$ cat config.mk
export PLATFORM = sky130hd
export DESIGN_NAME = lwss_ctrl
export DESIGN_NICKNAME = d
export VERILOG_FILES = /design/src/sv/lwss_pkg.sv /design/src/sv/lwss_ctrl.sv
export SDC_FILE = /design/constraint.sdc
export NUM_CORES = 1
export LEC_CHECK = 0
export BUFFER_PORTS_ARGS = -buffer_cell sky130_fd_sc_hd__clkbuf_2
export CAP_MARGIN = 20
export CORE_MARGIN = 5
export CORE_UTILIZATION = 40
export CTS_BUF_LIST = sky130_fd_sc_hd__clkbuf_4
export DETAILED_ROUTE_END_ITERATION = 8
export PLACE_DENSITY = 0.67
export SLEW_MARGIN = 10
export SYNTH_ARGS = -nofsm -noshare
export SYNTH_HDL_FRONTEND = slang
export SYNTH_SLANG_ARGS = --single-unit
$ cat constraint.sdc
create_clock -name clk -period 2.06 [get_ports clk]
set_input_delay 0.618 -clock clk [delete_from_list [all_inputs] [get_ports clk]]
set_output_delay 0.618 -clock clk [all_outputs]
set_load 0.005 [all_outputs]
$ cat src/sv/lwss_pkg.sv
// Shared types and constants of the loss window stability scorer.
`default_nettype none
package lwss_pkg;

  localparam int LOSS_W = 16;
  localparam int TIME_W = 48;
  localparam int INST_W = 17;
  localparam int BKT_W  = 2;
  localparam int FILL_W = 9;
  localparam int CFG_W  = 32;
  localparam int IDX_W  = 8;
  localparam int WGT_W  = 8;
  localparam int A_W    = 22;
  localparam int SXX_W  = 46;
  localparam int SXY_W  = 32;
  localparam int SYY_W  = 18;
  localparam int P_W    = 64;
  localparam int Q_W    = 32;
  localparam int MIN_SAMPLES = 30;

  localparam logic [31:0]     SPREAD_RESET  = 32'd214748365;
  localparam logic [31:0]     TWIN_RESET    = 32'd1000000;
  localparam logic [31:0]     RECALC_RESET  = 32'd1700000;
  localparam logic [INST_W-1:0] ONE_Q16     = 17'd65536;

  localparam logic [IDX_W-1:0] REG_TIME_WINDOW = 8'd0;
  localparam logic [IDX_W-1:0] REG_RECALC      = 8'd1;
  localparam logic [IDX_W-1:0] REG_W_LOW       = 8'd2;
  localparam logic [IDX_W-1:0] REG_W_MID       = 8'd3;
  localparam logic [IDX_W-1:0] REG_W_HIGH      = 8'd4;

  typedef enum logic [4:0] {
    ST_IDLE, ST_SPCHK, ST_SUM_RD, ST_SUM_ACC, ST_VMUL1, ST_VMUL2, ST_VDIV_LD,
    ST_VDIV, ST_VSAT, ST_BUCKET, ST_FRD, ST_FEV, ST_PUSH, ST_ARD, ST_ACHK,
    ST_SIM0, ST_SIM_ACC, ST_PMUL1, ST_PMUL2, ST_SQRT, ST_SQ_FIN, ST_CDIV,
    ST_CFIN, ST_OUT
  } lwss_step_t;

  typedef struct packed {
    lwss_step_t step;
    logic       accept;
  } lwss_cmd_t;

  typedef struct packed {
    logic recalc;
    logic enough;
    logic full;
    logic last;
    logic age_evict;
    logic few;
    logic sxy_zero;
    logic q_zero;
    logic out_free;
  } lwss_sts_t;

endpackage
`default_nettype wire

$ cat src/sv/lwss_ctrl.sv
// Sequencer of the loss window stability scorer.
`default_nettype none
module lwss_ctrl
  import lwss_pkg::*;
(
  input  wire       clk,
  input  wire       rst_n,
  input  wire       in_tvalid,
  output logic      in_tready,
  input  lwss_sts_t sts,
  output lwss_cmd_t cmd
);

  lwss_step_t state_r, state_nxt;

  always_ff @(posedge clk) begin
    if (!rst_n) begin
      state_r <= ST_IDLE;
    end else begin
      state_r <= state_nxt;
    end
  end

  always_comb begin
    state_nxt = state_r;
    case (state_r)
      ST_IDLE:    if (in_tvalid) state_nxt = ST_SPCHK;
      ST_SPCHK:   state_nxt = (sts.recalc && sts.enough) ? ST_SUM_RD : ST_BUCKET;
      ST_SUM_RD:  state_nxt = ST_SUM_ACC;
      ST_SUM_ACC: state_nxt = sts.last ? ST_VMUL1 : ST_SUM_RD;
      ST_VMUL1:   state_nxt = ST_VMUL2;
      ST_VMUL2:   state_nxt = ST_VDIV_LD;
      ST_VDIV_LD: state_nxt = ST_VDIV;
      ST_VDIV:    if (sts.last) state_nxt = ST_VSAT;
      ST_VSAT:    state_nxt = ST_BUCKET;
      ST_BUCKET:  state_nxt = sts.full ? ST_FRD : ST_PUSH;
      ST_FRD:     state_nxt = ST_FEV;
      ST_FEV:     state_nxt = ST_PUSH;
      ST_PUSH:    state_nxt = ST_ARD;
      ST_ARD:     state_nxt = ST_ACHK;
      ST_ACHK:    state_nxt = sts.age_evict ? ST_ARD : ST_SIM0;
      ST_SIM0:    state_nxt = sts.few ? ST_OUT : ST_SIM_ACC;
      ST_SIM_ACC: if (sts.last) state_nxt = ST_PMUL1;
      ST_PMUL1:   state_nxt = sts.sxy_zero ? ST_OUT : ST_PMUL2;
      ST_PMUL2:   state_nxt = ST_SQRT;
      ST_SQRT:    if (sts.last) state_nxt = ST_SQ_FIN;
      ST_SQ_FIN:  state_nxt = sts.q_zero ? ST_OUT : ST_CDIV;
      ST_CDIV:    if (sts.last) state_nxt = ST_CFIN;
      ST_CFIN:    state_nxt = ST_OUT;
      ST_OUT:     if (sts.out_free) state_nxt = ST_IDLE;
      default:    state_nxt = ST_IDLE;
    endcase
  end

  always_comb begin
    in_tready  = (state_r == ST_IDLE);
    cmd.step   = state_r;
    cmd.accept = (state_r == ST_IDLE) && in_tvalid;
  end

endmodule
`default_nettype wire

==> metrics, run 1 <==
Critical Path Fanout Max=2; Die Footprint=2330 µm²; FP Rows=13; Register Area=100 µm²; Power Internal=0.453 mW; Initial DRT Pass Iterations=4; Slew Limit Fails=0; Clock Sink Count=5; All-Layer GR Usage=0.134; setup TNS=0 ns; crit path kind=flop to primary output; Multi-input gate area=428 µm²; WP data required=1.44 ns; Vias/cell=5.64; share of cells above drive strength 1=0.351; Clk pwr share=0.156; core area=1350 µm²; grt ovf=0; status=completed; power per cell area=~1100 nW/µm²; Leakage Power=0.304 nW; Final Setup Violations=0; max reg flops=5; I/O pin cnt=19; # fillers=~140; Horiz. Die Dim=roughly 48 µm; hold buffers post-CTS=0; die height=48.3 µm; Placer Congestion=a little over 0.8; post-route clock skew=0.00422 ns; synthesis-to-finish area growth=20.7%; hpwl dp=1150 µm; Inserted Clock Buffers=3; Port Buf Inserts=18; nets=107; Syn Inst Count=between 70 and 80; CTS clk-pin slew, worst paths=0.04 ns; largest net degree at the start of global routing=17; Hold Path Depth=3; H-Tree Level Count=1; first-pass GRT wire length=2580 µm; max-cap violation count=0; Root Buffer=clkbuf_4; initial antenna violation count=0; Reg with most FFs=state_r; final period utilization=0.958; worst-case reg-to-reg path depth=5; internal reg-to-reg setup slack=about 0.29 ns; CTS tree=done; top flop regs=state_r x5; Worst-Skew Late Latency=0.24 ns; RSZ-0062 raised after global routing=false; ANT cells=0; Synth Area per Inst=7.82 µm²; WL final=1520 µm; Reg-to-Reg Start=state_r[4]; Worst Max-Slew Pin Slew=0.600 ns; Hold WC Path Type=flop to flop; Worst Path Arrival=about 1.4 ns; fin area=708 µm²; fmax=507 MHz; vias in the first global route=578; hold endpoint=state_r[0]; CTS-repair resized insts=0; Iter 0 DRT Violations=12; Mapped Area=587 µm²; reg2reg end=state_r[0]; Synth Warn #=0; HP Start=state_r[0]; Hold Vio Cnt, Final=0; DP Area=673 µm²; library cells used by synthesis=40; Slew headroom=0.599; P_sw=~0.36 mW; syn_nets=87; Sequential Power Share=0.193; sequential share of the synthesized area=0.171; initial core utilization=0.435; part of the power in combinational logic=0.650; Sw Ratio=0.441; routed length per instance=14.0 µm; nature of the critical path endpoint=primary output; Max clock buf depth=2; Yosys reg bits=5; overall via count from detail_route=615; DRC=0; CP Launch Type=flop; Post-CTS Setup Bufs=0; Final ANT Viol Nets=0; Max VDD drop=just over 0.4 mV; Min Clock Period, post-route=1.97 ns
[synthesized netlist by cell type, drive strengths merged]
| cell type | instances | share of area |
|---|---|---|
| nand2 | 9 | 0.058 |
| buf | 8 | 0.10 |
| a21oi | 7 | 0.060 |
| o21ai | 6 | 0.051 |
| dfxtp | 5 | 0.17 |
| nand3 | 3 | 0.026 |
| nor2 | 3 | 0.019 |
| nor2b | 3 | 0.032 |
| and2 | 2 | 0.021 |
| and3 | 2 | 0.030 |
| nand4b | 2 | 0.030 |
| nor4 | 2 | 0.047 |
| o211ai | 2 | 0.034 |
| o22ai | 2 | 0.021 |
| a211oi | 1 | 0.034 |
| a21o | 1 | 0.013 |
| a221oi | 1 | 0.015 |
| a2bb2oi | 1 | 0.015 |
| a311oi | 1 | 0.015 |
| a31oi | 1 | 0.011 |
| and4b | 1 | 0.017 |
| inv | 1 | 0.0064 |
| mux2i | 1 | 0.017 |
| nor3 | 1 | 0.0085 |
| nor3b | 1 | 0.032 |
| o2111a | 1 | 0.019 |
| o311ai | 1 | 0.015 |
| o31ai | 1 | 0.013 |
| or2b | 1 | 0.013 |
| or3 | 1 | 0.011 |
| or4 | 1 | 0.013 |
| or4b | 1 | 0.017 |
| xnor2 | 1 | 0.015 |
[cells in the final DEF (no fill, tap or decap), types with 2 or more instances in the layout]
master	count
a21oi_1	7
and2_1	2
nor2_1	3
nand3_1	3
o22ai_1	2
buf_4	5
dfxtp_1	5
nor2b_1	3
clkbuf_4	4
nand4b_1	2
clkbuf_2	18
o21ai_0	5
nand2_1	9
[area by class of cell]
| cell class | instances | area share |
|---|---|---|
| clock buffers | 4 | 0.0424 |
| inverters | 1 | 0.00530 |
| multi-input cells | 61 | 0.604 |
| flip-flops and latches | 5 | 0.141 |
| well taps | 15 | 0.0265 |
| repair buffers | 23 | 0.180 |
[metrics by stage]
| step | total power [mW] | hold slack (ns) | util | setup slack, ns | std cells |
|---|---|---|---|---|---|
| 2_1_floorplan | 0.533 | 0.587 | - | 0.247 | 75 |
| 3_3_place_gp | 0.673 | 0.616 | 0.499 | 0.297 | 105 |
| 6_report | 0.811 | 0.629 | 0.525 | 0.0859 | 109 |
| 4_1_cts | 0.812 | 0.630 | 0.521 | 0.0116 | 109 |
| 3_5_place_dp | 0.677 | 0.621 | 0.499 | 0.275 | 105 |
| 5_1_grt | 0.880 | 0.681 | 0.525 | 0.0106 | 109 |
[logic make-up after synthesis]
family                 share of synthesized area
flip-flops                                 0.171
multiplexers                              0.0171
AND/OR/NAND/NOR                            0.373
XOR/XNOR                                  0.0149
buffers and inverters                      0.109
AO/OA/AOI/OAI                              0.316
[layer usage]
metal	wire (µm)	vias to the layer above	GRT usage
met5	0	-	0
met4	0	0	0.0415
met3	70	0	0.0489
met2	757	14	0.222
met1	696	282	0.159
li1	-	319	-
[worst max path at each step]
stage	to	cells past startpoint	from	slack, ns
2_1_floorplan	cmd[0]	4	state_r[0]	0.25
3_3_place_gp	cmd[0]	4	state_r[1]	0.30
3_5_place_dp	cmd[0]	4	state_r[1]	0.27
4_1_cts	cmd[0]	4	state_r[1]	0.01
5_1_grt	cmd[0]	4	state_r[1]	0.01
6_report	cmd[0]	4	state_r[1]	0.09
[critical path, cell delays in order (launching register included)]
cell      delay, ns
dfxtp_1        0.30
or3_1          0.44
nor3_2         0.14
and2_1         0.14
clkbuf_2       0.10
[power by group through the flow]
stage | Sequential (mW) | Clock, mW | Combinational [mW]
after floorplan | 0.160 | 0 | 0.373
after CTS | 0.156 | 0.132 | 0.524
final | 0.157 | 0.127 | 0.527
after global routing | 0.163 | 0.139 | 0.578
after global placement | 0.157 | 0 | 0.516
after detailed placement | 0.157 | 0 | 0.519
No activity file was read; power rests on OpenSTA's default activity.
==> run 2, diff against run 1 <==
==> constraint.sdc (replaced) <==
create_clock -name clk -period 2.06 [get_ports clk]
set_input_delay 0.103 -clock clk [delete_from_list [all_inputs] [get_ports clk]]
set_output_delay 0.103 -clock clk [all_outputs]
set_load 0.005 [all_outputs]
==> run 2 against run 1 <==
Effect of this change: combinational power down 24%; via count increased by 2.8%; cell area down 3.9%; sequential cell count unchanged; clock-buffer cell count unchanged; sequential share of layout area is 0.57 points higher; clock power increased by 3%.
==> metrics, run 2 (synthesis gave the netlist of run 1 again) <==
met3 usage=0.0398 (-0.00917); DRC=0 (unchanged); Max clock buf depth=2 (unchanged); Worst Max-Slew Pin Slew=0.548 ns (-0.0519 ns); power per cell area=1140 nW/µm² (-0.73%); worst-case reg-to-reg path depth=5 (unchanged); first-pass GRT wire length=2630 µm (+1.9%); hold endpoint=state_r[0]; Iter 0 DRT Violations=13 (+1); Min Clock Period, post-route=1.73 ns (-0.249 ns); Global Route met2 Usage=0.217 (-0.00435); Vias/cell=5.96 (+5.7%); Worst-Skew Late Latency=0.25 ns (about the same); commonest non-fill, non-tap cell in the layout=clkbuf_2; max reg flops=5 (unchanged); largest net degree at the start of global routing=18 (+1); Port Buf Inserts=18 (unchanged); Place WS=0.346 ns (+0.0709 ns); Reg-to-Reg Start=state_r[4]; All-Layer GR Usage=0.141 (+0.00610); Hold WS=0.159 ns (-0.471 ns); met1 Use GR=0.164 (+0.00489); core area=1350 µm² (unchanged); Final ANT Viol Nets=0 (unchanged); hold buffers post-CTS=0 (unchanged); Slew headroom=0.634 (+0.0347); most used routing layer in global routing=met2; fmax=580 MHz (+14%); # fillers=150 (+10%); internal reg-to-reg setup slack=0.34 ns (+0.05 ns); WP data required=1.96 ns (+0.52 ns); Die Footprint=2330 µm² (unchanged); Slew Limit Fails=0 (unchanged); CP Launch Type=flop; setup TNS=0 ns (unchanged); hpwl dp=1140 µm (-0.63%); overall via count from detail_route=632 (+2.8%); max-cap violation count=0 (unchanged); Initial DRT Pass Iterations=4 (unchanged); CTS-repair resized insts=0 (unchanged); Worst Path Arrival=1.62 ns (+0.26 ns); nature of the critical path endpoint=primary output; synthesis-to-finish area growth=16.0%; WL final=1510 µm (-0.92%); Max VDD drop=0.644 mV (+60%); RSZ-0062 raised after global routing=false; routed length per instance=14.2 µm (+1.9%); Hold WC Path Type=input port to flop; I/O pin cnt=19 (unchanged); Hold Vio Cnt, Final=0 (unchanged); most frequent cells in the layout=clkbuf_2, nand2_1, a21oi_1, o21ai_0, dfxtp_1; Power Total=0.774 mW (-4.6%); initial core utilization=0.435 (unchanged); Horiz. Die Dim=48.3 µm (unchanged); Clock Sink Count=5 (unchanged); Final Setup Violations=0 (unchanged); fin util=0.504 (-0.0204); Post-CTS Setup Bufs=0 (unchanged); Root Buffer=clkbuf_4; crit path kind=flop to primary output; vias in the first global route=590 (+2.1%); Reg with most FFs=state_r; initial antenna violation count=0 (unchanged); share of cells above drive strength 1=0.319 (-0.0324); CTS clk-pin slew, worst paths=0.05 ns (about the same); Leakage Power=0.286 nW (-5.9%); post-route setup slack=0.335 ns (+0.249 ns); HP Start=rst_n; status=completed; post-route clock skew=0.00535 ns (+0.00113 ns); final period utilization=0.837 (-0.121); top flop regs=state_r x5; Inserted Clock Buffers=3 (unchanged); ANT cells=0 (unchanged); nets=104 (-2.8%); H-Tree Level Count=1 (unchanged); reg2reg end=state_r[2]; die height=48.3 µm (unchanged); Hold Path Depth=3 (unchanged); grt ovf=0 (unchanged); FP Rows=13 (unchanged); Placer Congestion=0.776 (-4.2%); Critical Path Fanout Max=15 (+13); CTS tree=done
-- run 2: cell count changes in the layout (fill, tap and decap cells not counted), sizes merged --
cell,before,now
buf,5,2
-- run 2: final cells by class --
cell class,count,area [µm²],area share
multi-input combinational,61,423,0.621
inverter,1,3.75,0.00551
clock buffer,4,30.0,0.0441
tap,15,18.8,0.0276
timing repair buffer,20,105,0.154
sequential,5,100,0.147
-- run 2: worst max path at each step --
stage,endpoint,from
final,cmd[0],state_r[2]
after global routing,cmd[0],state_r[1]
after CTS,cmd[0],state_r[1]
after detailed placement,state_r[2],state_r[4]
after global placement,state_r[2],state_r[4]
after floorplan,state_r[3],state_r[0]
-- run 2: power breakdown --
part | leakage (nW) | internal (mW) | switching, mW
logic | 0.227 | 0.205 | 0.196
registers | 0.0410 | 0.128 | 0.112
clock network | 0.0184 | 0.0867 | 0.0447
-- run 2: layer usage --
| layer | wire length [µm] | up-vias |
|---|---|---|
| met3 | 73 | 4 |
| met2 | 739 | 17 |
| li1 | - | 318 |
| met4 | 41 | 0 |
| met1 | 655 | 293 |
| met5 | 0 | - |
-- run 2: critical path: stages (launching register included) --
cell      delay [ns]
dfxtp_1         0.46
or3_1           0.47
nor3_1          0.19
and2_1          0.15
clkbuf_2        0.10
-- run 2: stage by stage --
step / cells / area, µm²
finish: 106 / 681
global route: 106 / 681
CTS: 106 / 681
detailed placement: 102 / 651
global placement: 102 / 651
floorplan: 75 / 587
==> run 3, diff against run 2 <==
--- a/config.mk
+++ b/config.mk
@@ -11,7 +11,7 @@
 export CORE_UTILIZATION = 40
 export CTS_BUF_LIST = sky130_fd_sc_hd__clkbuf_4
 export DETAILED_ROUTE_END_ITERATION = 8
-export PLACE_DENSITY = 0.67
+export PLACE_DENSITY = 0.7
 export SLEW_MARGIN = 10
 export SYNTH_ARGS = -nofsm -noshare
 export SYNTH_HDL_FRONTEND = slang
==> constraint.sdc (replaced) <==
create_clock -name clk -period 1.5 [get_ports clk]
set_input_delay 0.075 -clock clk [delete_from_list [all_inputs] [get_ports clk]]
set_output_delay 0.075 -clock clk [all_outputs]
set_load 0.005 [all_outputs]
==> run 3 against run 2 <==
Effect of this change: clock-buffer cell count stayed put; core utilization is 10 points higher; worst setup slack worse by 0.30 ns; highest routed layer unchanged.
==> metrics, run 3 (synthesis gave the netlist of run 1 again) <==
Placer Congestion=0.860 (+11%); most frequent cells in the layout=clkbuf_2, buf_4, nand2_1, a21oi_1, o21ai_0; max-cap violation count=0 (unchanged); DRC=0 (unchanged); FP Rows=13 (unchanged); Reg-to-Reg Start=state_r[4]; Horiz. Die Dim=48.3 µm (unchanged); Final ANT Viol Nets=0 (unchanged); RSZ-0062 raised after global routing=true; Hold Path Depth=3 (unchanged); worst-case reg-to-reg path depth=5 (unchanged); core area=1350 µm² (unchanged); top flop regs=state_r x5; commonest non-fill, non-tap cell in the layout=clkbuf_2; CTS clk-pin slew, worst paths=0.04 ns (about the same); Slew headroom=0.776 (+0.142); vias in the first global route=608 (+3.1%); first-pass GRT wire length=2730 µm (+3.7%); final period utilization=0.977; CP Launch Type=flop; Vias/cell=5.58 (-6.4%); max reg flops=5 (unchanged); post-route clock skew=0.00196 ns (-0.00340 ns); hpwl dp=1270 µm (+11%); fin util=0.607 (+0.103); crit path kind=flop to primary output; largest net degree at the start of global routing=14 (-4); die height=48.3 µm (unchanged); # fillers=129 (-14%); Power Total=1.29 mW (+66%); Die Footprint=2330 µm² (unchanged); Min Clock Period, post-route=1.46 ns; nature of the critical path endpoint=primary output; fmax=683 MHz; I/O pin cnt=19 (unchanged); Clock Sink Count=5 (unchanged); grt ovf=0 (unchanged); Worst-Skew Late Latency=0.24 ns (about the same); HP Start=rst_n; Slew Limit Fails=0 (unchanged); hold endpoint=state_r[0]; Place WS=-0.0244 ns (-0.370 ns); Initial DRT Pass Iterations=4 (unchanged); Hold Vio Cnt, Final=0 (unchanged); initial core utilization=0.435 (unchanged); Max VDD drop=0.788 mV (+22%); power per cell area=1570 nW/µm² (+38%); initial antenna violation count=0 (unchanged); Finished Layout Cells=119 (+12%); Leakage Power=0.364 nW (+27%); WP data required=1.42 ns (-0.54 ns); All-Layer GR Usage=0.141 (+0.000177); overall via count from detail_route=664 (+5.1%); Port Buf Inserts=18 (unchanged); Critical Path Fanout Max=7 (-8); Inserted Clock Buffers=3 (unchanged); ANT cells=0 (unchanged); Hold WS=0.151 ns (-0.00721 ns); Root Buffer=clkbuf_4; Hold WC Path Type=input port to flop; share of cells above drive strength 1=0.500 (+0.181); CTS tree=done; WL final=1620 µm (+7.5%); internal reg-to-reg setup slack=0.06 ns (-0.28 ns); Iter 0 DRT Violations=12 (-1); reg2reg end=state_r[1]; crit path launch=state_r[2]; post-route setup slack=0.0352 ns (-0.300 ns); H-Tree Level Count=1 (unchanged); nets=117 (+13%); Reg with most FFs=state_r; routed length per instance=13.6 µm (-4.3%); Final Setup Violations=0 (unchanged); hold buffers post-CTS=0 (unchanged); status=completed; dpl cells=113 (+11%); synthesis-to-finish area growth=39.7%; Max clock buf depth=2 (unchanged); Worst Max-Slew Pin Slew=0.332 ns (-0.216 ns); Worst Path Arrival=1.39 ns (-0.23 ns)
run 3: how the worst max path moves through the flow:
stage	to	slack, ns	cells after the start
after detailed placement	state_r[3]	-0.02	4
after global placement	state_r[3]	0.02	4
after global routing	cmd[0]	-0.03	4
final	cmd[0]	0.04	4
after CTS	cmd[0]	0.02	4
after floorplan	state_r[3]	0.12	5
run 3: final cells by class:
type,instances,area [µm²],area share
timing repair buffer,33,203,0.247
inverter,1,3.75,0.00458
tap,15,18.8,0.0229
sequential,5,111,0.136
multi-input combinational,61,453,0.553
clock buffer,4,30.0,0.0366
run 3: where the power goes:
group	total (mW)	internal, mW	switching [mW]
clock	0.173	0.119	0.0548
sequential	0.273	0.189	0.0841
combinational	0.840	0.449	0.392
total	1.29	0.756	0.530
run 3: routing by layer:
| layer | global-route usage | vias up | part of all wire |
|---|---|---|---|
| met5 | 0 | - | 0 |
| li1 | - | 346 | - |
| met1 | 0.165 | 301 | 0.42 |
| met3 | 0.0367 | 2 | 0.059 |
| met2 | 0.239 | 15 | 0.51 |
| met4 | 0.0553 | 0 | 0.010 |
run 3: per-stage QoR:
stage          cell area [µm²]  setup TNS [ns]
6_report                   820               0
3_5_place_dp               733         -0.0698
5_1_grt                    820         -0.0389
4_1_cts                    777               0
3_3_place_gp               733               0
2_1_floorplan              587               0
run 3: timing repair:
action / CTS / global route
gates resized for setup: 5 / 11
setup endpoints to repair: 6 / 5
buffers inserted: 0 / 2
pin swaps: 0 / 8
run 3: worst max-delay path, cell delays in order (launching register included):
cell     delay (ns)
dfxtp_4        0.36
or3_4          0.42
nor3_4         0.12
and2_1         0.14
buf_2          0.11
